`src/rtl/core/tmle_pkg.sv`:
```
`default_nettype none
package tmle_pkg;

	localparam int VAL_W      = 16;
	localparam int SQ_W       = 44;
	localparam int LOSS_W     = 38;
	localparam int CNT_W      = 17;
	localparam int IDX_W      = 16;
	localparam int MARGIN_W   = 16;
	localparam int MODE_W     = 2;
	localparam int CFG_DATA_W = 16;
	localparam int CFG_IDX_W  = 2;
	localparam int REM_W      = SQ_W + 1;
	localparam int ROOT_W     = 47;
	localparam int DIST_W     = 23;
	localparam int DIFF_W     = DIST_W + 2;
	localparam int DCNT_W     = $clog2(LOSS_W);

	localparam int QUEUE_DEPTH_DEF = 2;

	localparam logic [SQ_W-1:0]   SQ_MAX   = '1;
	localparam logic [LOSS_W-1:0] LOSS_MAX = '1;
	localparam logic [CNT_W-1:0]  CNT_MAX  = '1;
	localparam logic [REM_W-1:0]  EPS_Q24  = REM_W'(17);
	localparam logic [ROOT_W-1:0] ROOT_BIT_INIT = ROOT_W'(1) << (ROOT_W - 1);

	localparam logic [MARGIN_W-1:0] MARGIN_RST = MARGIN_W'(4096);

	localparam logic [CFG_IDX_W-1:0] REG_MARGIN = CFG_IDX_W'(0);
	localparam logic [CFG_IDX_W-1:0] REG_SWAP   = CFG_IDX_W'(1);
	localparam logic [CFG_IDX_W-1:0] REG_MODE   = CFG_IDX_W'(2);

	localparam logic [MODE_W-1:0] MODE_NONE = MODE_W'(0);
	localparam logic [MODE_W-1:0] MODE_MEAN = MODE_W'(1);

	typedef struct packed {
		logic signed [VAL_W-1:0] anchor_value;
		logic signed [VAL_W-1:0] positive_value;
		logic signed [VAL_W-1:0] negative_value;
		logic                    last_feature;
		logic                    last_sample;
	} in_t;

	typedef struct packed {
		logic [LOSS_W-1:0] loss;
		logic [IDX_W-1:0]  sample_index;
	} out_t;

	typedef struct packed {
		logic [SQ_W-1:0] pos_sq;
		logic [SQ_W-1:0] neg_sq;
		logic [SQ_W-1:0] pn_sq;
		logic            last_sample;
	} sample_t;

	typedef struct packed {
		logic [MARGIN_W-1:0] margin;
		logic                swap_enable;
		logic [MODE_W-1:0]   reduction_mode;
	} cfg_t;

	typedef struct packed {
		logic [REM_W-1:0]  rem;
		logic [ROOT_W-1:0] root;
	} sq_t;

	typedef enum logic [2:0] {
		ST_IDLE,
		ST_SQRT,
		ST_FINISH,
		ST_DIV,
		ST_EMIT
	} back_state_t;

	function automatic logic [SQ_W-1:0] sq_acc(input logic [SQ_W-1:0] acc,
			input logic signed [VAL_W-1:0] x, input logic signed [VAL_W-1:0] y);
		logic signed [VAL_W:0] d;
		logic [VAL_W:0]        neg;
		logic [VAL_W-1:0]      m;
		logic [2*VAL_W-1:0]    p;
		logic [SQ_W:0]         s;
		d   = {x[VAL_W-1], x} - {y[VAL_W-1], y};
		neg = -d;
		m   = d[VAL_W] ? neg[VAL_W-1:0] : d[VAL_W-1:0];
		p   = (2*VAL_W)'(m) * (2*VAL_W)'(m);
		s   = {1'b0, acc} + (SQ_W+1)'(p);
		return s[SQ_W] ? SQ_MAX : s[SQ_W-1:0];
	endfunction

	function automatic sq_t sqrt_step(input sq_t s, input logic [ROOT_W-1:0] b);
		logic [ROOT_W-1:0] trial;
		sq_t r;
		trial = s.root + b;
		r     = s;
		if ({{(ROOT_W-REM_W){1'b0}}, s.rem} >= trial) begin
			r.rem  = s.rem - trial[REM_W-1:0];
			r.root = (s.root >> 1) + b;
		end else begin
			r.root = s.root >> 1;
		end
		return r;
	endfunction

endpackage
`default_nettype wire

```
`src/rtl/core/tmle_front.sv`:
```
`default_nettype none
module tmle_front (
	input  wire              clk,
	input  wire              arst_n,
	input  wire              item_valid,
	output logic             item_ready,
	input  tmle_pkg::in_t    item,
	output logic             push,
	output tmle_pkg::sample_t push_data,
	input  wire              full
);
	import tmle_pkg::*;

	logic [SQ_W-1:0] pos_q, neg_q, pn_q;
	logic [SQ_W-1:0] pos_nx, neg_nx, pn_nx;
	logic            accept;

	assign item_ready = !full;
	assign accept     = item_valid && item_ready;

	assign pos_nx = sq_acc(pos_q, item.anchor_value, item.positive_value);
	assign neg_nx = sq_acc(neg_q, item.anchor_value, item.negative_value);
	assign pn_nx  = sq_acc(pn_q, item.positive_value, item.negative_value);

	assign push      = accept && item.last_feature;
	assign push_data = '{pos_sq: pos_nx, neg_sq: neg_nx, pn_sq: pn_nx,
		last_sample: item.last_sample};

	always_ff @(posedge clk or negedge arst_n) begin
		if (!arst_n) begin
			pos_q <= '0;
			neg_q <= '0;
			pn_q  <= '0;
		end else if (accept) begin
			if (item.last_feature) begin
				pos_q <= '0;
				neg_q <= '0;
				pn_q  <= '0;
			end else begin
				pos_q <= pos_nx;
				neg_q <= neg_nx;
				pn_q  <= pn_nx;
			end
		end
	end

endmodule
`default_nettype wire

```
`src/rtl/core/tmle_queue.sv`:
```
`default_nettype none
module tmle_queue #(
	parameter int DEPTH = tmle_pkg::QUEUE_DEPTH_DEF
) (
	input  wire               clk,
	input  wire               arst_n,
	input  wire               push,
	input  tmle_pkg::sample_t push_data,
	output logic              full,
	input  wire               pop,
	output tmle_pkg::sample_t pop_data,
	output logic              empty
);
	import tmle_pkg::*;

	localparam int PTR_W = (DEPTH > 1) ? $clog2(DEPTH) : 1;
	localparam int CNT_W_Q = $clog2(DEPTH + 1);
	localparam logic [PTR_W-1:0]   LAST_PTR = PTR_W'(DEPTH - 1);
	localparam logic [CNT_W_Q-1:0] FULL_CNT = CNT_W_Q'(DEPTH);

	sample_t            mem_q [DEPTH];
	logic [PTR_W-1:0]   wr_ptr_q, rd_ptr_q;
	logic [CNT_W_Q-1:0] count_q;

	assign full     = (count_q == FULL_CNT);
	assign empty    = (count_q == '0);
	assign pop_data = mem_q[rd_ptr_q];

	always_ff @(posedge clk) begin
		if (push) begin
			mem_q[wr_ptr_q] <= push_data;
		end
	end

	always_ff @(posedge clk or negedge arst_n) begin
		if (!arst_n) begin
			wr_ptr_q <= '0;
			rd_ptr_q <= '0;
			count_q  <= '0;
		end else begin
			if (push) begin
				wr_ptr_q <= (wr_ptr_q == LAST_PTR) ? '0 : wr_ptr_q + PTR_W'(1);
			end
			if (pop) begin
				rd_ptr_q <= (rd_ptr_q == LAST_PTR) ? '0 : rd_ptr_q + PTR_W'(1);
			end
			if (push && !pop) begin
				count_q <= count_q + CNT_W_Q'(1);
			end else if (pop && !push) begin
				count_q <= count_q - CNT_W_Q'(1);
			end
		end
	end

endmodule
`default_nettype wire

```
`src/rtl/core/tmle_back.sv`:
```
`default_nettype none
module tmle_back (
	input  wire               clk,
	input  wire               arst_n,
	input  wire               empty,
	input  tmle_pkg::sample_t pop_data,
	output logic              pop,
	input  tmle_pkg::cfg_t    cfg,
	output logic              result_valid,
	input  wire               result_ready,
	output tmle_pkg::out_t    result
);
	import tmle_pkg::*;

	back_state_t       state_q, state_nx;
	sq_t               lane_q [3];
	sq_t               lane_nx [3];
	logic [ROOT_W-1:0] bit_q;
	logic              last_s_q;
	logic [CNT_W-1:0]  count_q;
	logic [LOSS_W-1:0] total_q;
	out_t              pend_q;
	logic [LOSS_W-1:0] quo_q;
	logic [CNT_W-1:0]  rem_q;
	logic [CNT_W-1:0]  div_q;
	logic [DCNT_W-1:0] dcnt_q;
	logic              out_valid_q;
	out_t              out_q;
	logic              out_load;

	logic [DIST_W-1:0] dpos, dneg, dpn, dneg_sel;
	logic [DIFF_W-1:0] diff;
	logic [LOSS_W-1:0] loss;
	logic [CNT_W-1:0]  count_inc;
	logic [LOSS_W:0]   total_sum;
	logic [LOSS_W-1:0] total_sat;
	logic              mode_none;
	logic [CNT_W:0]    trial;
	logic              ge;
	logic [CNT_W:0]    rem_nx;
	logic [LOSS_W-1:0] quo_nx;

	always_comb begin
		for (int i = 0; i < 3; i++) begin
			lane_nx[i] = sqrt_step(lane_q[i], bit_q);
		end
	end

	assign dpos      = lane_q[0].root[DIST_W-1:0];
	assign dneg      = lane_q[1].root[DIST_W-1:0];
	assign dpn       = lane_q[2].root[DIST_W-1:0];
	assign dneg_sel  = (cfg.swap_enable && dpn < dneg) ? dpn : dneg;
	assign diff      = DIFF_W'(dpos) - DIFF_W'(dneg_sel) + DIFF_W'(cfg.margin);
	assign loss      = diff[DIFF_W-1] ? '0 : LOSS_W'(diff);
	assign count_inc = (count_q == CNT_MAX) ? count_q : count_q + CNT_W'(1);
	assign total_sum = {1'b0, total_q} + {1'b0, loss};
	assign total_sat = total_sum[LOSS_W] ? LOSS_MAX : total_sum[LOSS_W-1:0];
	assign mode_none = (cfg.reduction_mode == MODE_NONE);

	assign trial  = {rem_q, quo_q[LOSS_W-1]};
	assign ge     = (trial >= {1'b0, div_q});
	assign rem_nx = ge ? trial - {1'b0, div_q} : trial;
	assign quo_nx = {quo_q[LOSS_W-2:0], ge};

	always_comb begin
		state_nx = state_q;
		case (state_q)
			ST_IDLE: begin
				if (!empty) state_nx = ST_SQRT;
			end
			ST_SQRT: begin
				if (bit_q[0]) state_nx = ST_FINISH;
			end
			ST_FINISH: begin
				if (mode_none) state_nx = ST_EMIT;
				else if (!last_s_q) state_nx = ST_IDLE;
				else if (cfg.reduction_mode == MODE_MEAN) state_nx = ST_DIV;
				else state_nx = ST_EMIT;
			end
			ST_DIV: begin
				if (dcnt_q == '0) state_nx = ST_EMIT;
			end
			ST_EMIT: begin
				if (out_load) state_nx = ST_IDLE;
			end
			default: state_nx = ST_IDLE;
		endcase
	end

	always_comb begin
		pop      = 1'b0;
		out_load = 1'b0;
		case (state_q)
			ST_IDLE: pop      = !empty;
			ST_EMIT: out_load = !out_valid_q || result_ready;
			default: begin
				pop      = 1'b0;
				out_load = 1'b0;
			end
		endcase
	end

	always_ff @(posedge clk or negedge arst_n) begin
		if (!arst_n) begin
			state_q     <= ST_IDLE;
			count_q     <= '0;
			total_q     <= '0;
			out_valid_q <= 1'b0;
		end else begin
			state_q <= state_nx;
			if (state_q == ST_FINISH) begin
				count_q <= last_s_q ? '0 : count_inc;
				if (!mode_none) begin
					total_q <= last_s_q ? '0 : total_sat;
				end
			end
			if (out_load) begin
				out_valid_q <= 1'b1;
			end else if (result_ready) begin
				out_valid_q <= 1'b0;
			end
		end
	end

	always_ff @(posedge clk) begin
		case (state_q)
			ST_IDLE: begin
				lane_q[0] <= '{rem: {1'b0, pop_data.pos_sq} + EPS_Q24, root: '0};
				lane_q[1] <= '{rem: {1'b0, pop_data.neg_sq} + EPS_Q24, root: '0};
				lane_q[2] <= '{rem: {1'b0, pop_data.pn_sq} + EPS_Q24, root: '0};
				bit_q     <= ROOT_BIT_INIT;
				last_s_q  <= pop_data.last_sample;
			end
			ST_SQRT: begin
				for (int i = 0; i < 3; i++) begin
					lane_q[i] <= lane_nx[i];
				end
				bit_q <= bit_q >> 2;
			end
			ST_FINISH: begin
				if (mode_none) begin
					pend_q <= '{loss: loss, sample_index: count_q[IDX_W-1:0]};
				end else begin
					pend_q <= '{loss: total_sat, sample_index: '0};
				end
				quo_q  <= total_sat;
				rem_q  <= '0;
				div_q  <= count_inc;
				dcnt_q <= DCNT_W'(LOSS_W - 1);
			end
			ST_DIV: begin
				quo_q       <= quo_nx;
				rem_q       <= rem_nx[CNT_W-1:0];
				dcnt_q      <= dcnt_q - DCNT_W'(1);
				pend_q.loss <= quo_nx;
			end
			default: begin
				if (out_load) out_q <= pend_q;
			end
		endcase
	end

	assign result_valid = out_valid_q;
	assign result       = out_q;

endmodule
`default_nettype wire

```
`src/rtl/core/triplet_margin_loss_euclidean.sv`:
```
// channel  | handshake                  | payload
// item     | item_valid / item_ready    | item   (anchor, positive, negative, last flags)
// result   | result_valid / result_ready| result (loss, sample_index)
// config   | wr_en                      | wr_index, wr_data
//
// The front takes one item per cycle while the queue is not full and accumulates
// squares; a sample end enters a queue of QUEUE_DEPTH entries. The back takes one
// sample at a time (pop, 24 square root steps, finish), divides for a mean, and
// loads the output register. item_ready drops only while the queue is full.
// arst_n clears sums, counters, queue and output valid; registers take defaults.
`default_nettype none
module triplet_margin_loss_euclidean #(
	parameter int QUEUE_DEPTH = tmle_pkg::QUEUE_DEPTH_DEF
) (
	input  wire                                 clk,
	input  wire                                 arst_n,
	input  wire                                 item_valid,
	output logic                                item_ready,
	input  tmle_pkg::in_t                       item,
	output logic                                result_valid,
	input  wire                                 result_ready,
	output tmle_pkg::out_t                      result,
	input  wire                                 wr_en,
	input  wire [tmle_pkg::CFG_IDX_W-1:0]       wr_index,
	input  wire [tmle_pkg::CFG_DATA_W-1:0]      wr_data
);
	import tmle_pkg::*;

	cfg_t    cfg_q;
	logic    push, pop, full, empty;
	sample_t push_data, pop_data;

	always_ff @(posedge clk or negedge arst_n) begin
		if (!arst_n) begin
			cfg_q <= '{margin: MARGIN_RST, swap_enable: 1'b0, reduction_mode: MODE_MEAN};
		end else if (wr_en) begin
			case (wr_index)
				REG_MARGIN: cfg_q.margin         <= wr_data[MARGIN_W-1:0];
				REG_SWAP:   cfg_q.swap_enable    <= wr_data[0];
				REG_MODE:   cfg_q.reduction_mode <= wr_data[MODE_W-1:0];
				default:    cfg_q <= cfg_q;
			endcase
		end
	end

	tmle_front u_front (
		.clk        (clk),
		.arst_n     (arst_n),
		.item_valid (item_valid),
		.item_ready (item_ready),
		.item       (item),
		.push       (push),
		.push_data  (push_data),
		.full       (full)
	);

	tmle_queue #(.DEPTH(QUEUE_DEPTH)) u_queue (
		.clk       (clk),
		.arst_n    (arst_n),
		.push      (push),
		.push_data (push_data),
		.full      (full),
		.pop       (pop),
		.pop_data  (pop_data),
		.empty     (empty)
	);

	tmle_back u_back (
		.clk          (clk),
		.arst_n       (arst_n),
		.empty        (empty),
		.pop_data     (pop_data),
		.pop          (pop),
		.cfg          (cfg_q),
		.result_valid (result_valid),
		.result_ready (result_ready),
		.result       (result)
	);

endmodule
`default_nettype wire

```
`config.mk`:
```
export PLATFORM = sky130hd
export DESIGN_NAME = triplet_margin_loss_euclidean
export DESIGN_NICKNAME = d
export VERILOG_FILES = /design/src/rtl/core/tmle_pkg.sv /design/src/rtl/core/tmle_front.sv /design/src/rtl/core/tmle_queue.sv /design/src/rtl/core/tmle_back.sv /design/src/rtl/core/triplet_margin_loss_euclidean.sv
export SDC_FILE = /design/constraint.sdc
export NUM_CORES = 2
export LEC_CHECK = 0
export ABC_CLOCK_PERIOD_IN_PS = 9200
export BUFFER_PORTS_ARGS = -buffer_cell sky130_fd_sc_hd__buf_2
export CAP_MARGIN = 20
export CORE_MARGIN = 2
export CORE_UTILIZATION = 45
export DETAILED_ROUTE_END_ITERATION = 8
export PLACE_DENSITY_LB_ADDON = 0.2
export SLEW_MARGIN = 20
export SYNTH_ARGS = -nofsm -noshare
export SYNTH_HDL_FRONTEND = slang
export SYNTH_SLANG_ARGS = --single-unit
```
`constraint.sdc`:
```
create_clock -name clk -period 9.2 [get_ports clk]
set_input_delay 0.46 -clock clk [delete_from_list [all_inputs] [get_ports clk]]
set_output_delay 0.46 -clock clk [all_outputs]
set_load 0.03 [all_outputs]
```
==> out/metrics.yaml <==
outcome: "finished clean"
syn_inst: 9725
core_area_sq_um: 200000
clockBufferDepth: 3
first_global_vias: 72200
drc: 0
clk_pin_slew_ps: 70
cts_tree: "yes"
ys_types: 109
synth_edf_count: 753
fin_cells: 13200
clock_latency_ps: 760
hold_class: "in -> reg"
finalCritPeriodShare_pct: 96.4
stdcell_area_sq_um: 104000
clock-root-buffer: "clkbuf_16"
dp_hpwl_um: 196000
pin_count: 129
cp_num_buf_inv: 6
grt_pass1_wl_um: 394000
wl_per_cell_um: 18.8
vias: 72300
ys_seq_area_share_pct: 30.8
worst_pin_slew_ps: 1100
rows: 164
grt_max_degree: 143
criticalPathCategory: "reg -> reg"
syn-num-nets: 11100
dp_cells: 13000
drive_above_1_share_pct: 12.7
worstPathRequired_ps: 9710
first_pass_iters: 6
die_y_um: 453
cp_max_fo: 5
cp_top_family: "compound AO/OA/AOI/OAI gates"
skew_ps: 45.6
finalHoldViolations: 0
cts_buffers: 101
slew-limit-headroom_pct: 26.8
cp-end-kind: "flop"
synth_warnings: 0
max_stage_delay_ps: 470
viasPerCell: 5.48
area_growth_pct: 14.4
h-tree-depth: 3
slowest_stage: "edfxtp_1"
min_period_ps: 8870
grt_usage_pct: 23.9
setup_viol: 0
rsz0062_at_grt: "true"
ys_ff_latch: 967
ys.flop_type: "edfxtp_1"
maxSlewViolCount: 0
place_congestion: 0.924
fmax_ghz: 0.113
drtIter0Drc: 5217
overflow: 0
syn-cell-area_sq_um: 90700
placed_cell_area_sq_um: 99400
dieArea_sq_um: 205000
start_kind: "flop"
syn_area_per_cell_sq_um: 9.32
antenna_found_initial: 3
postRouteAntennaNets: 0
layout_commonest_cell: "inv_1"
nets: 11900
routed_wl_um: 247000
arrival_ps: 9380
die_w_um: 453
io_buffers: 128
crit_top_cell: "a21o_1"
start_util_pct: 45.3
synth_async_sr_flop_share_pct: 22.1
max_cap_viol_count: 0
cts.sinks: 967
final_cell_mix: "inv_1 (1172), nand2_1 (894), nor2_1 (826)"
==> stage by stage <==
stage | setup WS, ps | hold slack, ps | util (%) | setup TNS [ps]
global placement | -512 | 401 | 49.7 | -84820
global route | -56.8 | 85.7 | 51.8 | -489
CTS | 0.865 | 13.2 | 51.6 | 0
finish | 330 | 85.4 | 51.8 | 0
floorplan | 1.08 | 164 | - | 0
detailed placement | -642 | 405 | 49.7 | -124050
==> flip-flops by register name, indices dropped and copies added (netlist names), 24 cells and up <==
| signal | flops |
|---|---|
| u_front.pn_q | 44 |
| u_front.pos_q | 44 |
| u_back.quo_q | 38 |
| u_back.total_q | 38 |
| u_front.neg_q | 44 |
| u_back.result | 54 |
| u_back.lane_q | 276 |
| u_back.pend_q | 54 |
| u_back.bit_q | 24 |
| u_queue.mem_q | 266 |
==> worst register-to-register path, delay by kind of cell (launching register included) <==
kind	cells	cell delay (ps)
buffers and inverters	6	980
adders and majority gates	4	1190
muxes	2	490
AOI/OAI and AO/OA	20	3760
and+or+nand+nor	9	1460
DFF	1	470
xor gates and xnor gates	1	260
==> logic make-up after synthesis <==
group | after synthesis | synth area share [%]
mux | 198 | 2.25
compound gates | 2183 | 15.5
flops | 967 | 30.8
buf+inv | 1480 | 6.25
fa+ha+maj | 1346 | 23.5
simple gates | 2793 | 14.3
xor+xnor | 758 | 7.39
==> metal layers <==
| layer | track usage, % | part of all wire [%] | wire [um] |
|---|---|---|---|
| met4 | 8.76 | 3.9 | 9560 |
| met5 | 0 | 0 | 0 |
| met2 | 38.9 | 46 | 113000 |
| met3 | 2.17 | 4.2 | 10500 |
| met1 | 33.1 | 46 | 115000 |
==> final cells by class <==
cell class              count  area [sq um]
well taps                2656          3320
repair buffers            900          6680
diodes                      1          2.50
fillers                 18300         96400
inverters                1196          4500
clock inverters            66           945
flip-flops and latches    967         28000
clock buffers             124          2660
multi-input cells        7278         57600
==> synthesized netlist by cell type, types with 19 or more instances <==
master / instances / area [sq um]
buf_2: 38 / 190
clkbuf_1: 217 / 815
o21bai_1: 70 / 526
a211oi_1: 83 / 623
nor4_1: 25 / 156
and3_1: 99 / 619
nor3_1: 131 / 656
o211ai_1: 27 / 203
mux2i_1: 148 / 1480
dfrtp_1: 212 / 5310
and2_1: 87 / 544
or2_2: 43 / 269
o21a_1: 79 / 593
a21boi_0: 25 / 188
a21o_1: 223 / 1670
xor2_1: 338 / 2960
o21ai_1: 22 / 110
edfxtp_1: 753 / 22600
inv_1: 1174 / 4410
a31oi_1: 163 / 1020
a21oi_1: 590 / 2950
and4_1: 23 / 201
nand2b_1: 96 / 601
ha_1: 757 / 9470
nand3_1: 179 / 896
mux2_2: 50 / 563
o31ai_1: 59 / 443
o21ai_0: 469 / 2350
a31o_2: 38 / 333
xnor2_1: 412 / 3610
nand4_1: 83 / 519
nor2b_1: 139 / 870
nand2_1: 898 / 3370
nand3b_1: 19 / 143
a22o_1: 113 / 990
nor2_1: 838 / 3150
or3_1: 68 / 425
fa_1: 589 / 11800
==> repair_timing <==
action	4_1_cts	5_1_grt
hold buffers	18	0
gates cloned	0	1
pin swaps	1	28
setup buffers	2	6
endpoints found under the setup margin	66	473
endpoints found under the hold margin	107	0
resized for setup	4	90
==> final timing paths <==
check / depth (start not counted) / start / slack [ps] / endpoint
min in group asynchronous: 2 / arst_n / 330 / u_back.total_q[31]$_DFFE_PN0P_
setup reg to reg: 42 / u_back.lane_q[0][185]$_SDFFCE_PN0P_ / 330 / u_back.quo_q[29]$_DFFE_PP_
max in group asynchronous: 3 / arst_n / 7480 / u_front.neg_q[36]$_DFFE_PN0P_
hold / removal: 3 / result_ready / 90 / u_back.result_valid$_DFFE_PN0P_
setup / recovery: 42 / u_back.lane_q[0][185]$_SDFFCE_PN0P_ / 330 / u_back.quo_q[29]$_DFFE_PP_
hold reg to reg: 0 / u_back.pend_q[6]$_SDFFCE_PN0P_ / 410 / u_back.result[6]$_DFFE_PP_
Power is left out: the tool's default activity adds up to more than one toggle a clock period on the data nets, which glitch-free logic cannot reach.
